### config.mk
export PLATFORM = sky130hd
export DESIGN_NAME = best_rational_approximation
export DESIGN_NICKNAME = d
export VERILOG_FILES = /design/src/bra_pkg.sv /design/src/bra_dp.sv /design/src/bra_ctrl.sv /design/src/best_rational_approximation.sv
export SDC_FILE = /design/constraint.sdc
export NUM_CORES = 1
export LEC_CHECK = 0
export BUFFER_PORTS_ARGS = -buffer_cell sky130_fd_sc_hd__buf_2
export CAP_MARGIN = 20
export CORE_MARGIN = 4
export CORE_UTILIZATION = 58
export DETAILED_ROUTE_END_ITERATION = 10
export PLACE_DENSITY = 0.79
export RECOVER_POWER = 25
export SLEW_MARGIN = 20
export SYNTH_ARGS = -nofsm -noshare
export SYNTH_HDL_FRONTEND = slang
export SYNTH_SLANG_ARGS = --single-unit
### constraint.sdc
create_clock -name clk -period 5.25 [get_ports clk]
set_input_delay 1.05 -clock clk [delete_from_list [all_inputs] [get_ports clk]]
set_output_delay 1.05 -clock clk [all_outputs]
set_load 0.01 [all_outputs]
### src/bra_pkg.sv
`timescale 1ns / 1ps
// ----------------------------------------------------------------------------
// bra_pkg
// Shared widths, reset values and controller/datapath interface types for the
// best rational approximation block.
// ----------------------------------------------------------------------------
package bra_pkg;

    // Result field widths
    localparam int NUM_W = 28;
    localparam int DEN_W = 12;

    // Walk denominators reach the sum of two in-range bounds
    localparam int WALK_W = DEN_W + 1;

    // Default fixed-point format of the input value
    localparam int FRACTION_BITS_DEF = 32;
    localparam int INTEGER_BITS_DEF  = 16;

    // Reset value of the denominator bound
    localparam logic [DEN_W-1:0] BOUND_RESET = DEN_W'(200);

    // Commands from controller to datapath
    typedef struct packed {
        logic load;   // capture a new input item and seed the walk
        logic step;   // advance the walk or latch the final fraction
        logic emit;   // write the result into the output register
    } dp_cmd_t;

    // Status from datapath to controller
    typedef struct packed {
        logic finish; // walk ends in this cycle
    } dp_stat_t;

endpackage

### src/bra_dp.sv
`timescale 1ns / 1ps
// ----------------------------------------------------------------------------
// bra_dp
// Datapath: bound register, Stern-Brocot mediant walk with incremental
// error terms, result selection and numerator fold-in.
// ----------------------------------------------------------------------------
module bra_dp #(
    parameter int FRACTION_BITS = bra_pkg::FRACTION_BITS_DEF,
    parameter int INTEGER_BITS  = bra_pkg::INTEGER_BITS_DEF
) (
    input  logic                                  clk,
    input  logic                                  rst_n,
    input  logic                                  cfg_we,
    input  logic [bra_pkg::DEN_W-1:0]             max_denominator,
    input  logic [INTEGER_BITS+FRACTION_BITS-1:0] value,
    input  bra_pkg::dp_cmd_t                      cmd,
    output bra_pkg::dp_stat_t                     stat,
    output logic [bra_pkg::NUM_W-1:0]             numerator,
    output logic [bra_pkg::DEN_W-1:0]             denominator
);
    import bra_pkg::*;

    // Error terms are bounded by 2^FRACTION_BITS
    localparam int ERR_W = FRACTION_BITS + 1;
    localparam int PRD_W = INTEGER_BITS + DEN_W + 1;
    localparam int EXT_W = (PRD_W > NUM_W) ? PRD_W : NUM_W;

    logic [DEN_W-1:0]        bound_reg;
    logic [INTEGER_BITS-1:0] ip_reg;
    // elo = f*b - a*2^FB, ehi = c*2^FB - f*d
    logic [ERR_W-1:0]        elo_reg;
    logic [ERR_W-1:0]        ehi_reg;
    logic [WALK_W-1:0]       a_reg;
    logic [WALK_W-1:0]       b_reg;
    logic [WALK_W-1:0]       c_reg;
    logic [WALK_W-1:0]       d_reg;
    logic [DEN_W-1:0]        rn_reg;
    logic [DEN_W-1:0]        rd_reg;
    logic [NUM_W-1:0]        num_reg;
    logic [DEN_W-1:0]        den_reg;

    logic [ERR_W-1:0]        frac_ext;
    logic [WALK_W-1:0]       bound_ext;
    logic [WALK_W-1:0]       p;
    logic [WALK_W-1:0]       q;
    logic                    in_range;
    logic                    err_gt;
    logic                    err_eq;
    logic [DEN_W-1:0]        rn_next;
    logic [DEN_W-1:0]        rd_next;
    logic [EXT_W-1:0]        sum_ext;

    // Walk step logic
    always_comb
    begin
        frac_ext  = ERR_W'(value[FRACTION_BITS-1:0]);
        bound_ext = WALK_W'(bound_reg);
        p         = a_reg + c_reg;
        q         = b_reg + d_reg;
        in_range  = (b_reg <= bound_ext) && (d_reg <= bound_ext);
        err_gt    = elo_reg > ehi_reg;
        err_eq    = elo_reg == ehi_reg;
        stat.finish = !in_range || err_eq;
    end

    // Pick the final fraction when the walk ends
    always_comb
    begin
        if (in_range) begin
            if (q <= bound_ext) begin
                rn_next = DEN_W'(p);
                rd_next = DEN_W'(q);
            end else if (d_reg > b_reg) begin
                rn_next = DEN_W'(c_reg);
                rd_next = DEN_W'(d_reg);
            end else begin
                rn_next = DEN_W'(a_reg);
                rd_next = DEN_W'(b_reg);
            end
        end else if (b_reg > bound_ext) begin
            rn_next = DEN_W'(c_reg);
            rd_next = DEN_W'(d_reg);
        end else begin
            rn_next = DEN_W'(a_reg);
            rd_next = DEN_W'(b_reg);
        end
    end

    // Fold the integer part into the numerator
    assign sum_ext = EXT_W'(ip_reg) * EXT_W'(rd_reg) + EXT_W'(rn_reg);

    // Hold the denominator bound
    always_ff @(posedge clk or negedge rst_n)
    begin
        if (!rst_n) begin
            bound_reg <= BOUND_RESET;
        end else if (cfg_we) begin
            bound_reg <= max_denominator;
        end
    end

    // Seed and advance the walk
    always_ff @(posedge clk)
    begin
        if (cmd.load) begin
            ip_reg  <= value[INTEGER_BITS+FRACTION_BITS-1:FRACTION_BITS];
            elo_reg <= frac_ext;
            ehi_reg <= (ERR_W'(1) << FRACTION_BITS) - frac_ext;
            a_reg   <= WALK_W'(0);
            b_reg   <= WALK_W'(1);
            c_reg   <= WALK_W'(1);
            d_reg   <= WALK_W'(1);
        end else if (cmd.step) begin
            if (stat.finish) begin
                rn_reg <= rn_next;
                rd_reg <= rd_next;
            end else if (err_gt) begin
                a_reg   <= p;
                b_reg   <= q;
                elo_reg <= elo_reg - ehi_reg;
            end else begin
                c_reg   <= p;
                d_reg   <= q;
                ehi_reg <= ehi_reg - elo_reg;
            end
        end
    end

    // Output register
    always_ff @(posedge clk)
    begin
        if (cmd.emit) begin
            num_reg <= sum_ext[NUM_W-1:0];
            den_reg <= rd_reg;
        end
    end

    assign numerator   = num_reg;
    assign denominator = den_reg;

endmodule

### src/bra_ctrl.sv
`timescale 1ns / 1ps
// ----------------------------------------------------------------------------
// bra_ctrl
// Controller: accepts an item, runs the mediant walk until the datapath
// reports the end, then moves the result into the output register.
// ----------------------------------------------------------------------------
module bra_ctrl (
    input  logic              clk,
    input  logic              rst_n,
    input  logic              in_valid,
    output logic              in_ready,
    output logic              out_valid,
    input  logic              out_ready,
    input  bra_pkg::dp_stat_t stat,
    output bra_pkg::dp_cmd_t  cmd
);
    import bra_pkg::*;

    typedef enum logic [1:0] {
        ST_IDLE,
        ST_WALK,
        ST_FIN
    } state_t;

    state_t state_reg;
    state_t state_next;
    logic   out_valid_reg;
    logic   out_valid_next;

    // Decode commands and next state
    always_comb
    begin
        cmd.load       = 1'b0;
        cmd.step       = 1'b0;
        cmd.emit       = 1'b0;
        state_next     = state_reg;
        out_valid_next = out_valid_reg && !out_ready;
        unique case (state_reg)
            ST_IDLE:
            begin
                if (in_valid) begin
                    cmd.load   = 1'b1;
                    state_next = ST_WALK;
                end
            end
            ST_WALK:
            begin
                cmd.step = 1'b1;
                if (stat.finish) begin
                    state_next = ST_FIN;
                end
            end
            ST_FIN:
            begin
                if (!out_valid_reg || out_ready) begin
                    cmd.emit       = 1'b1;
                    out_valid_next = 1'b1;
                    state_next     = ST_IDLE;
                end
            end
            default:
            begin
                state_next = ST_IDLE;
            end
        endcase
    end

    // Hold state and output valid
    always_ff @(posedge clk or negedge rst_n)
    begin
        if (!rst_n) begin
            state_reg     <= ST_IDLE;
            out_valid_reg <= 1'b0;
        end else begin
            state_reg     <= state_next;
            out_valid_reg <= out_valid_next;
        end
    end

    assign in_ready  = (state_reg == ST_IDLE);
    assign out_valid = out_valid_reg;

endmodule

### src/best_rational_approximation.sv
`timescale 1ns / 1ps
// ----------------------------------------------------------------------------
// best_rational_approximation
// Best rational approximation of an unsigned fixed-point value by a
// Stern-Brocot mediant walk bounded by a configurable denominator.
// ----------------------------------------------------------------------------
// Usage:
//   Input channel in_valid/in_ready carries one value per item (unsigned,
//   INTEGER_BITS integer and FRACTION_BITS fraction bits). Output channel
//   out_valid/out_ready carries numerator/denominator, one result per item.
//   max_denominator is written when cfg_we is high; write only while idle.
// Walk and throughput:
//   The walk takes k mediant steps, one per cycle, where k is at most about
//   max_denominator (up to 4095 for values near a whole number). The final
//   fraction is then latched and the result moved to the output register.
//   The walk loop is the limit: one subtract-and-compare of the error terms
//   per cycle. One item is in the walk at a time; the next is accepted once
//   the previous result has been moved to the output register.
// Reset:
//   rst_n clears the controller and output valid and sets the bound to 200.
// Stall:
//   A result waits in the output register while out_ready is low; a new
//   item may be accepted and walked meanwhile, then waits for the slot.
// ----------------------------------------------------------------------------
module best_rational_approximation #(
    parameter int FRACTION_BITS = bra_pkg::FRACTION_BITS_DEF,
    parameter int INTEGER_BITS  = bra_pkg::INTEGER_BITS_DEF
) (
    input  logic                                  clk,
    input  logic                                  rst_n,
    input  logic                                  cfg_we,
    input  logic [bra_pkg::DEN_W-1:0]             max_denominator,
    input  logic                                  in_valid,
    output logic                                  in_ready,
    input  logic [INTEGER_BITS+FRACTION_BITS-1:0] value,
    output logic                                  out_valid,
    input  logic                                  out_ready,
    output logic [bra_pkg::NUM_W-1:0]             numerator,
    output logic [bra_pkg::DEN_W-1:0]             denominator
);
    import bra_pkg::*;

    dp_cmd_t  cmd;
    dp_stat_t stat;

    // Walk controller
    bra_ctrl u_ctrl (
        .clk       (clk),
        .rst_n     (rst_n),
        .in_valid  (in_valid),
        .in_ready  (in_ready),
        .out_valid (out_valid),
        .out_ready (out_ready),
        .stat      (stat),
        .cmd       (cmd)
    );

    // Walk datapath
    bra_dp #(
        .FRACTION_BITS (FRACTION_BITS),
        .INTEGER_BITS  (INTEGER_BITS)
    ) u_dp (
        .clk             (clk),
        .rst_n           (rst_n),
        .cfg_we          (cfg_we),
        .max_denominator (max_denominator),
        .value           (value),
        .cmd             (cmd),
        .stat            (stat),
        .numerator       (numerator),
        .denominator     (denominator)
    );

`ifndef SYNTHESIS
    // One item at a time: an accepted item closes the input until it is done
    assert property (@(posedge clk) disable iff (!rst_n)
        in_valid && in_ready |=> !in_ready)
    else $error("input accepted while walk busy");

    // A delivered result never has a zero denominator
    assert property (@(posedge clk) disable iff (!rst_n)
        out_valid |-> denominator != '0)
    else $error("zero denominator in result");

    // Datapath only loads while the controller is idle
    assert property (@(posedge clk) disable iff (!rst_n)
        cmd.load |-> in_ready && !cmd.step && !cmd.emit)
    else $error("load issued outside idle");
`endif

endmodule
# After elaboration in Yosys (flattened, before gate mapping)
# Cells that the tools add are included.
# W data, S select, Z words.
# op_classes
n_addsub	6
multipliers	1
magnitude_cmp	6
eq_ne	8
n_mux	27
bitwise	3
reduce_logical	16
# ops
operator	count
$mux W33	4
$mux W32	4
$mux W12	8
$sub A33 B33 Y33	2
$le A13 B12 Y1	3
$eq A33 B33 Y1	1
$gt A33 B33 Y1	1
$sub A33 B32 Y33 const A	1
$add A28 B12 Y28	1
$mul A16 B12 Y28	1
$add A13 B13 Y13	2
$reduce_and A3 Y1	6
$gt A13 B12 Y1	1
$gt A13 B13 Y1	1
$ne A2 B2 Y1 const B	4
$mux W1	7
$mux W2	3
$pmux W2 S3	1
$reduce_bool A2 Y1	2
$logic_not A1 Y1	3
$not A1 Y1	3
$eq A2 B1 Y1 const B	1
$eq A2 B2 Y1 const B	1
$logic_and A1 B1 Y1	2
3 further kinds	4
# word_totals
ff_bits	213
input_bits	65
out_inout_bits	42
word_cells	82

# Longest topological paths before layout
# Gate-level depths: netlist (run 1).
# logic_depth
depth_word	7
mapped_depth	22
ltp_nobuf	21

# Hierarchy
# Synthesis (run 1) repeated with hierarchy kept, for this count alone.
# unflattened
hier_cells	2323
area_unflattened_um2	20932.6
# by_module_without_submodules
mod	n_inst	cells_per_inst	area_per_inst_um2	seq_area_each_um2
bra_dp	1	2308	20778.7	5679.2
bra_ctrl	1	15	153.9	75.1

# Worst setup path after synthesis (run 1)
# Ideal clock, no wire load.
# synth_path
path_kind	reg-to-reg
start	register u_dp.rd_reg[3]
end	register u_dp.num_reg[27] (netlist: u_dp.numerator[27]), data pin
setup_ns	0.265
arrival_time_ns	5.358
t_required_ns	4.985
path_slack_ns	-0.373
stages_incl_launch_ff	20
path_buffers	1
period_less_slack_ns	5.623
cell_sequence	edfxtp_1 > clkbuf_1 > nand2_1 > fa_1 > fa_1 > inv_1 > fa_1 > fa_1 > inv_1 > fa_1 > inv_1 > ha_1 > a21o_1 > a21oi_1 > o21ai_0 > a211oi_1 > o21ai_0 > o311a_1 > o21ai_0 > a31oi_1
# synth_between
elab_chain_len	2
# synth_lines
element	line_no	text
from (decl)	bra_dp.sv:38	logic [DEN_W-1:0] rd_reg;
from (signal assigned)	bra_dp.sv:116	rd_reg <= rd_next;
$mul A16 B12 Y28	bra_dp.sv:90	assign sum_ext = EXT_W'(ip_reg) * EXT_W'(rd_reg) + EXT_W'(rn_reg);
$add A28 B12 Y28	bra_dp.sv:90	
via u_dp.sum_ext[27]	bra_dp.sv:51	logic [EXT_W-1:0] sum_ext;
to (signal assigned)	bra_dp.sv:133	num_reg <= sum_ext[NUM_W-1:0];
to (decl)	bra_dp.sv:39	logic [NUM_W-1:0] num_reg;
# The timed path passes the listed nets, and every way through them passes these cells.
# A chain may end at the register's enable or synchronous reset.

# Final worst setup path (run 1)
# layout_path
start	register u_dp.ip_reg[9]
end	register u_dp.num_reg[24] (netlist: u_dp.numerator[24]), data pin
# layout_between
elab_chain_len	2
# layout_lines
element	line_no	text
from (decl)	bra_dp.sv:29	logic [INTEGER_BITS-1:0] ip_reg;
from (signal assigned)	bra_dp.sv:106	ip_reg <= value[INTEGER_BITS+FRACTION_BITS-1:FRACTION_BITS];
$mul A16 B12 Y28	bra_dp.sv:90	
$add A28 B12 Y28	bra_dp.sv:90	
via u_dp.sum_ext[24]	bra_dp.sv:51	
# The timed path passes the listed nets, and every way through them passes these cells.

==> results.txt, run 1 <==
number of global-route vias before repair = 17400
Num CTS Buffers = 25
Diodes inserted = 0
Initial DRC Count = 1248
commonest cells after routing, fill and taps aside = 322 x sky130_fd_sc_hd__inv_1, 230 x sky130_fd_sc_hd__nand2_1, 201 x sky130_fd_sc_hd__ha_1, 145 x sky130_fd_sc_hd__edfxtp_1, 143 x sky130_fd_sc_hd__fa_1
top flip-flop cell by instance count after synthesis = sky130_fd_sc_hd__edfxtp_1
number of stages on the worst setup path = 20
total of endpoints with negative setup slack in the final report = 6
Post-Syn Area per Cell = 9.15 um2
# clock sinks = 211
part of the Yosys area used for sequential elements = 27.3%
post-synth cell types = 72
min setup slack post-route = -0.176 ns
r2r setup slk = -0.18 ns
area occupied by multi-input gates = 14100 um2
status = finished with violations
final core area utilization = 67.6%
fraction of synthesis flops using an asynchronous set or reset pin = 7.11%
register cell area after layout = 5750 um2
reg-to-reg startpoint = u_dp.ip_reg[9]
hold path endpoint = u_dp.c_reg[6]
worst max-slew margin expressed relative to the limit = -75.0%
detailed placer's ending HPWL = 40000 um
cell repeated most along the worst path = sky130_fd_sc_hd__fa_1
height of the die = 199 um
number of routed nets with antenna violations = 0
Hold Path Depth = 2
path category of the worst min-delay check = reg -> reg
transition time of the tightest slew-check pin = 2.62 ns
required arrival time at the worst endpoint = 5.53 ns
failing checks = max-capacitance violations, max-slew violations, negative setup slack
summed instance area of the synthesized netlist = 21100 um2
Area growth, synth to finish = 14.6%
average wire per cell in the routed design = 18.1 um
EDFF count, synth = 145
Worst Reg2Reg Path Length in Cells = 20
clock latency of the later-clocked register in the worst-skew pair = 0.56 ns
gate count after technology mapping = 2305
standard cell area after detailed placement = 22700 um2
worst-case clock skew = 0.0306 ns
Core Rows = 69
first-pass GRT wire length = 87600 um
share of post-route cells with drive strength above 1 = 16.5%
crit path buf inv count = 5
Fmax = 184 MHz
category of cells accounting for the largest share of critical-path delay = adder cells
crit path cell chain = buf_4 > buf_6 > nand2_1 > fa_1 > fa_2 > inv_1 > fa_1 > fa_1 > inv_1 > fa_1 > inv_2 > ha_4 > a21o_1 > a221o_1 > a31o_2 > a41oi_2 > a21oi_2 > a21o_1 > a21oi_2 > xnor2_1
number of flip-flops and latches in the synthesized netlist = 211
horizontal die dimension = 199 um
final total negative setup slack = -0.485 ns
Slowest cell on crit path = sky130_fd_sc_hd__fa_2
final weighted congestion of routability-driven global placement = 0.936
worst min-delay path startpoint = u_dp.c_reg[6]
commonest non-fill, non-tap cell in the layout = sky130_fd_sc_hd__inv_1
largest driver fanout on the critical path = 6
max-slew violation total from the final report = 97
area of all placed cells without fillers = 24200 um2
pin count of the biggest net entering global routing = 78
critical path capture point type = flip-flop
total wire length = 53200 um
sum of overflow across all layers after global routing = 0
delay of the slowest critical-path stage = 0.53 ns
critical path startpoint category = flip-flop
via count normalized by instance count = 5.78
DRC = 0
Root Buffer = sky130_fd_sc_hd__clkbuf_16
number of endpoints with negative hold slack in the final report = 0
worst hold margin = 0.493 ns
initial antenna violation count = 2
count of fill cells added during filler insertion = 2825
H-tree depth reported by CTS = 1
TritonCTS clock tree = done
crit share post-route = 103%
reported max-cap violation count = 2
number of warnings printed during yosys synthesis = 0
RSZ-0062 raised after global routing = true
end of the worst register-to-register path = u_dp.numerator[24]
Overall Global Routing Usage = 27.2%
arrival time at the worst endpoint = 5.71 ns
Pre-Repair DR Iteration Count = 5
area inside the core boundary = 35700 um2
routed via count = 17000
Final #Nets = 2902
clock-pin slew on the worst setup and hold paths = 0.06 ns
final critical path time including I/O delays and setup = 5.43 ns
Clock Path Buffers = 3
Die Outline Area = 39500 um2
starting density of the core = 59.0%
ports placed on the boundary = 107
critical path start-end classification = reg -> reg
IO buf count = 106
post-synthesis net count = 2740
==> stage by stage <==
step                      setup WS, ns  std cells
after floorplan                0.00435       2305
after global placement         -0.0856       2871
after detailed placement        -0.221       2871
after CTS                       -0.112       2942
after global routing            -0.338       2947
final                           -0.176       2947
==> metal layers <==
layer	up-vias	routed length, um	GRT usage, %
li1	8051	-	-
met1	8316	22300	35.7
met2	547	26100	47.4
met3	122	3270	3.56
met4	4	1610	7.75
met5	-	19	0
==> worst reg2reg max path, stage by stage, from the launching register on <==
cell and delay (ns):
sky130_fd_sc_hd__edfxtp_1 0.52, sky130_fd_sc_hd__buf_4 0.20, sky130_fd_sc_hd__buf_6 0.11, sky130_fd_sc_hd__nand2_1 0.08
sky130_fd_sc_hd__fa_1 0.44, sky130_fd_sc_hd__fa_2 0.53, sky130_fd_sc_hd__inv_1 0.05, sky130_fd_sc_hd__fa_1 0.44
sky130_fd_sc_hd__fa_1 0.49, sky130_fd_sc_hd__inv_1 0.05, sky130_fd_sc_hd__fa_1 0.49, sky130_fd_sc_hd__inv_2 0.05
sky130_fd_sc_hd__ha_4 0.24, sky130_fd_sc_hd__a21o_1 0.16, sky130_fd_sc_hd__a221o_1 0.34, sky130_fd_sc_hd__a31o_2 0.25
sky130_fd_sc_hd__a41oi_2 0.18, sky130_fd_sc_hd__a21oi_2 0.10, sky130_fd_sc_hd__a21o_1 0.20, sky130_fd_sc_hd__a21oi_2 0.16
sky130_fd_sc_hd__xnor2_1 0.09
==> repair_timing <==
| item | CTS | global route |
|---|---|---|
| setup endpoints to repair | 7 | 12 |
| buffers inserted | 25 | 6 |
| hold buffers | 0 | 0 |
| hold endpoints to repair | 0 | 0 |
| pin swaps | 74 | 32 |
| resized for setup | 95 | 30 |
==> synth_stat cells (4+ instances only) <==
cell type | count | area [um2]
sky130_fd_sc_hd__and2_1 | 93 | 582
sky130_fd_sc_hd__nor3_1 | 27 | 135
sky130_fd_sc_hd__nand2_1 | 232 | 871
sky130_fd_sc_hd__o211ai_1 | 7 | 52.6
sky130_fd_sc_hd__inv_1 | 343 | 1290
sky130_fd_sc_hd__o211a_1 | 4 | 40.0
sky130_fd_sc_hd__and3_1 | 13 | 81.3
sky130_fd_sc_hd__a211oi_1 | 17 | 128
sky130_fd_sc_hd__or4_1 | 7 | 52.6
sky130_fd_sc_hd__a22oi_1 | 25 | 188
sky130_fd_sc_hd__fa_1 | 155 | 3100
sky130_fd_sc_hd__a31oi_1 | 12 | 75.1
sky130_fd_sc_hd__clkbuf_1 | 79 | 297
sky130_fd_sc_hd__dfxtp_1 | 51 | 1020
sky130_fd_sc_hd__buf_1 | 5 | 18.8
sky130_fd_sc_hd__a21oi_1 | 145 | 726
sky130_fd_sc_hd__o31a_1 | 4 | 35.0
sky130_fd_sc_hd__xor2_1 | 41 | 359
sky130_fd_sc_hd__nand3_1 | 23 | 115
sky130_fd_sc_hd__nor2b_1 | 22 | 138
sky130_fd_sc_hd__a21o_1 | 41 | 308
sky130_fd_sc_hd__a211o_1 | 5 | 43.8
sky130_fd_sc_hd__o21bai_1 | 18 | 135
sky130_fd_sc_hd__nor4_1 | 6 | 37.5
sky130_fd_sc_hd__o31ai_1 | 7 | 52.6
sky130_fd_sc_hd__edfxtp_1 | 145 | 4350
sky130_fd_sc_hd__o21a_1 | 14 | 105
sky130_fd_sc_hd__dfrtp_1 | 12 | 300
sky130_fd_sc_hd__xnor2_1 | 77 | 674
sky130_fd_sc_hd__nor2_1 | 111 | 417
sky130_fd_sc_hd__buf_2 | 10 | 50.1
sky130_fd_sc_hd__nand2b_1 | 24 | 150
sky130_fd_sc_hd__nand4_1 | 22 | 138
sky130_fd_sc_hd__mux2_2 | 26 | 293
sky130_fd_sc_hd__ha_1 | 215 | 2690
sky130_fd_sc_hd__mux2i_1 | 73 | 731
sky130_fd_sc_hd__or3_1 | 10 | 62.6
sky130_fd_sc_hd__o21ai_0 | 125 | 626
==> how the worst max path moves through the flow <==
| stage | startpoint | to | slack (ns) |
|---|---|---|---|
| 4_1_cts | u_dp.ip_reg[5] | u_dp.numerator[26] | -0.11 |
| 2_1_floorplan | u_dp.rd_reg[0] | u_dp.numerator[27] | 0.004 |
| 3_5_place_dp | u_dp.ip_reg[5] | u_dp.numerator[27] | -0.22 |
| 3_3_place_gp | u_dp.ip_reg[7] | u_dp.numerator[26] | -0.09 |
| 6_report | u_dp.ip_reg[9] | u_dp.numerator[24] | -0.18 |
| 5_1_grt | u_dp.ip_reg[9] | u_dp.numerator[24] | -0.34 |
==> final cells by class <==
| class | count | share of cell area [%] |
|---|---|---|
| Tap cell | 461 | 2.39 |
| Timing Repair Buffer | 232 | 6.38 |
| Multi-Input combinational cell | 1654 | 58.3 |
| Inverter | 343 | 5.33 |
| Clock inverter | 11 | 0.502 |
| Sequential cell | 211 | 23.8 |
| Clock buffer | 35 | 3.31 |
==> cells by family (layout without fill, tap and decap cells) <==
kind of cell / Yosys count / count (layout) / share of synthesized area, %
DFF: 211 / 211 / 27.3
AOI/OAI and AO/OA: 458 / 458 / 13.5
adders and majority gates: 370 / 370 / 27.5
muxes: 99 / 99 / 4.85
and+or+nand+nor: 609 / 609 / 14.0
xor gates and xnor gates: 118 / 118 / 4.90
buffers and inverters: 440 / 621 / 7.96
Power of run 1 is not shown: default switching activity piles up to over one toggle a cycle in this logic, so the estimate is an artifact.
==> inputs of run 2 (changes only) <==
- CORE_UTILIZATION: 58 -> 56
- CTS_CLUSTER_DIAMETER: default -> 40
- PLACE_DENSITY: 0.79 -> 0.77
==> run 2 against run 1 <==
  * The flow still finishes with violations (max-capacitance violations, max-slew violations, negative setup slack)
  * Non-clock buffer count grew 15
  * Sequential share of layout area is 0.62 points lower
  * Setup slack improved by 0.030 ns
  * Cell count grew 2.9%
  * Critical path depth unchanged
  * Die area increased by 3.4%
  * Utilization down 0.32 points
  * Register-to-register slack better by 0.03 ns
  * Worst hold slack got worse by 0.0053 ns
  * Highest routed layer is now met4
==> results.txt, run 2 (synthesis results as in run 1) <==
number of routed nets with antenna violations = 0
reported max-cap violation count = 2
standard cell area after detailed placement = 22800 um2
number of stages on the worst setup path = 20
Overall Global Routing Usage = 26.1%
r2r setup slk = -0.15 ns
Fmax = 185 MHz
Slowest cell on crit path = sky130_fd_sc_hd__edfxtp_1
final total negative setup slack = -0.460 ns
Critical Path End = u_dp.numerator[26]
total wire length = 54200 um
critical path start-end classification = reg -> reg
area inside the core boundary = 36900 um2
RSZ-0062 raised after global routing = true
count of fill cells added during filler insertion = 2821
max-slew violation total from the final report = 97
sum of overflow across all layers after global routing = 0
Num CTS Buffers = 39
commonest non-fill, non-tap cell in the layout = sky130_fd_sc_hd__inv_1
ports placed on the boundary = 107
status = finished with violations
final weighted congestion of routability-driven global placement = 0.920
Root Buffer = sky130_fd_sc_hd__clkbuf_16
DRC = 0
min setup slack post-route = -0.146 ns
number of global-route vias before repair = 17600
Pre-Repair DR Iteration Count = 6
Worst Reg2Reg Path Length in Cells = 20
# clock sinks = 211
horizontal die dimension = 202 um
Area growth, synth to finish = 17.7%
delay of the slowest critical-path stage = 0.52 ns
height of the die = 202 um
first-pass GRT wire length = 87900 um
crit path cell chain = buf_6 > nand2_1 > fa_1 > fa_1 > inv_1 > fa_1 > inv_1 > fa_1 > fa_1 > inv_2 > ha_4 > buf_4 > nand4_1 > o211ai_1 > a31o_4 > a41oi_4 > a21oi_2 > a41o_1 > a21oi_2 > xnor2_1
critical path startpoint category = flip-flop
TritonCTS clock tree = done
worst-case clock skew = 0.0236 ns
fin cells = 3032
Setup crit start = u_dp.ip_reg[9]
total of endpoints with negative setup slack in the final report = 4
via count normalized by instance count = 5.69
Clock Path Buffers = 3
crit path buf inv count = 5
clock-pin slew on the worst setup and hold paths = 0.06 ns
share of post-route cells with drive strength above 1 = 17.7%
crit share post-route = 103%
H-tree depth reported by CTS = 2
largest driver fanout on the critical path = 5
reg-to-reg startpoint = u_dp.ip_reg[9]
path category of the worst min-delay check = reg -> reg
area occupied by multi-input gates = 14100 um2
arrival time at the worst endpoint = 5.70 ns
clock latency of the later-clocked register in the worst-skew pair = 0.56 ns
register cell area after layout = 5750 um2
Final #Nets = 2931
failing checks = max-capacitance violations, max-slew violations, negative setup slack
worst max-slew margin expressed relative to the limit = -66.5%
required arrival time at the worst endpoint = 5.55 ns
final critical path time including I/O delays and setup = 5.40 ns
number of endpoints with negative hold slack in the final report = 0
detailed placer's ending HPWL = 40100 um
IO buf count = 106
category of cells accounting for the largest share of critical-path delay = adder cells
critical path capture point type = flip-flop
cell repeated most along the worst path = sky130_fd_sc_hd__fa_1
area of all placed cells without fillers = 24800 um2
# placed instances = 2923
average wire per cell in the routed design = 17.9 um
transition time of the tightest slew-check pin = 2.50 ns
final core area utilization = 67.3%
initial antenna violation count = 1
Core Rows = 70
Initial DRC Count = 1091
Die Outline Area = 40800 um2
starting density of the core = 57.2%
commonest cells after routing, fill and taps aside = 320 x sky130_fd_sc_hd__inv_1, 223 x sky130_fd_sc_hd__nand2_1, 200 x sky130_fd_sc_hd__ha_1, 148 x sky130_fd_sc_hd__fa_1, 145 x sky130_fd_sc_hd__edfxtp_1
routed via count = 17300
end of the worst register-to-register path = u_dp.numerator[26]
pin count of the biggest net entering global routing = 78
[run 2: changes by cell type in the layout (fill, tap and decap cells not counted), moves of 4 or more]
cell / change
sky130_fd_sc_hd__and2_1: +9
sky130_fd_sc_hd__and2_4: -9
sky130_fd_sc_hd__buf_4: +13
sky130_fd_sc_hd__clkbuf_1: -4
sky130_fd_sc_hd__clkbuf_16: +9
sky130_fd_sc_hd__clkinv_4: +4
sky130_fd_sc_hd__fa_1: +5
sky130_fd_sc_hd__fa_2: -5
sky130_fd_sc_hd__inv_6: +6
sky130_fd_sc_hd__nand2_1: -7
sky130_fd_sc_hd__nand2_2: +7
[run 2: what timing repair did]
| action | 4_1_cts | 5_1_grt |
|---|---|---|
| gates resized for setup | 71 | 51 |
| setup endpoints to repair | 7 | 21 |
| setup buffers | 31 | 6 |
| pin swaps | 47 | 50 |
| hold buffers | 0 | 0 |
[run 2: routing by layer]
| layer | GRT usage, % | vias up | share of wire, % |
|---|---|---|---|
| met4 | 8.84 | 0 | 3.3 |
| met5 | 0 | - | 0 |
| met2 | 44.4 | 574 | 48 |
| li1 | - | 8122 | - |
| met1 | 34.1 | 8413 | 42 |
| met3 | 4.25 | 143 | 6.5 |
[run 2: layout make-up]
cell class                      count  area share [%]
Multi-Input combinational cell   1654            56.8
Sequential cell                   211            23.2
Clock buffer                       43            4.08
Antenna cell                        1          0.0101
Tap cell                          504            2.54
Clock inverter                     29            1.30
Inverter                          343            5.19
Timing Repair Buffer              247            6.87
[run 2: through the flow]
stage	hold slack (ns)	worst slack, ns
5_1_grt	0.517	-0.298
3_5_place_dp	0.481	-0.229
3_3_place_gp	0.454	-0.137
6_report	0.487	-0.146
4_1_cts	0.378	-0.106
2_1_floorplan	0.442	0.00435
[run 2: worst min path at each step]
stage                     start  slack, ns             endpoint  cells past startpoint
3_5_place_dp   u_dp.elo_reg[32]       0.48     u_dp.elo_reg[32]                      2
4_1_cts                   rst_n       0.38  u_ctrl.state_reg[0]                      1
2_1_floorplan  u_dp.elo_reg[32]       0.44     u_dp.elo_reg[32]                      2
5_1_grt        u_dp.elo_reg[32]       0.52     u_dp.elo_reg[32]                      2
6_report       u_dp.elo_reg[32]       0.49     u_dp.elo_reg[32]                      2
3_3_place_gp   u_dp.elo_reg[32]       0.45     u_dp.elo_reg[32]                      2
[run 2: tightest hold or removal path: cells and delay by family (launching register included)]
family | cells | cell delay, ns
muxes | 1 | 0.06
DFF | 1 | 0.31
and+or+nand+nor | 1 | 0.06
Power of run 2 is left out for the same reason.
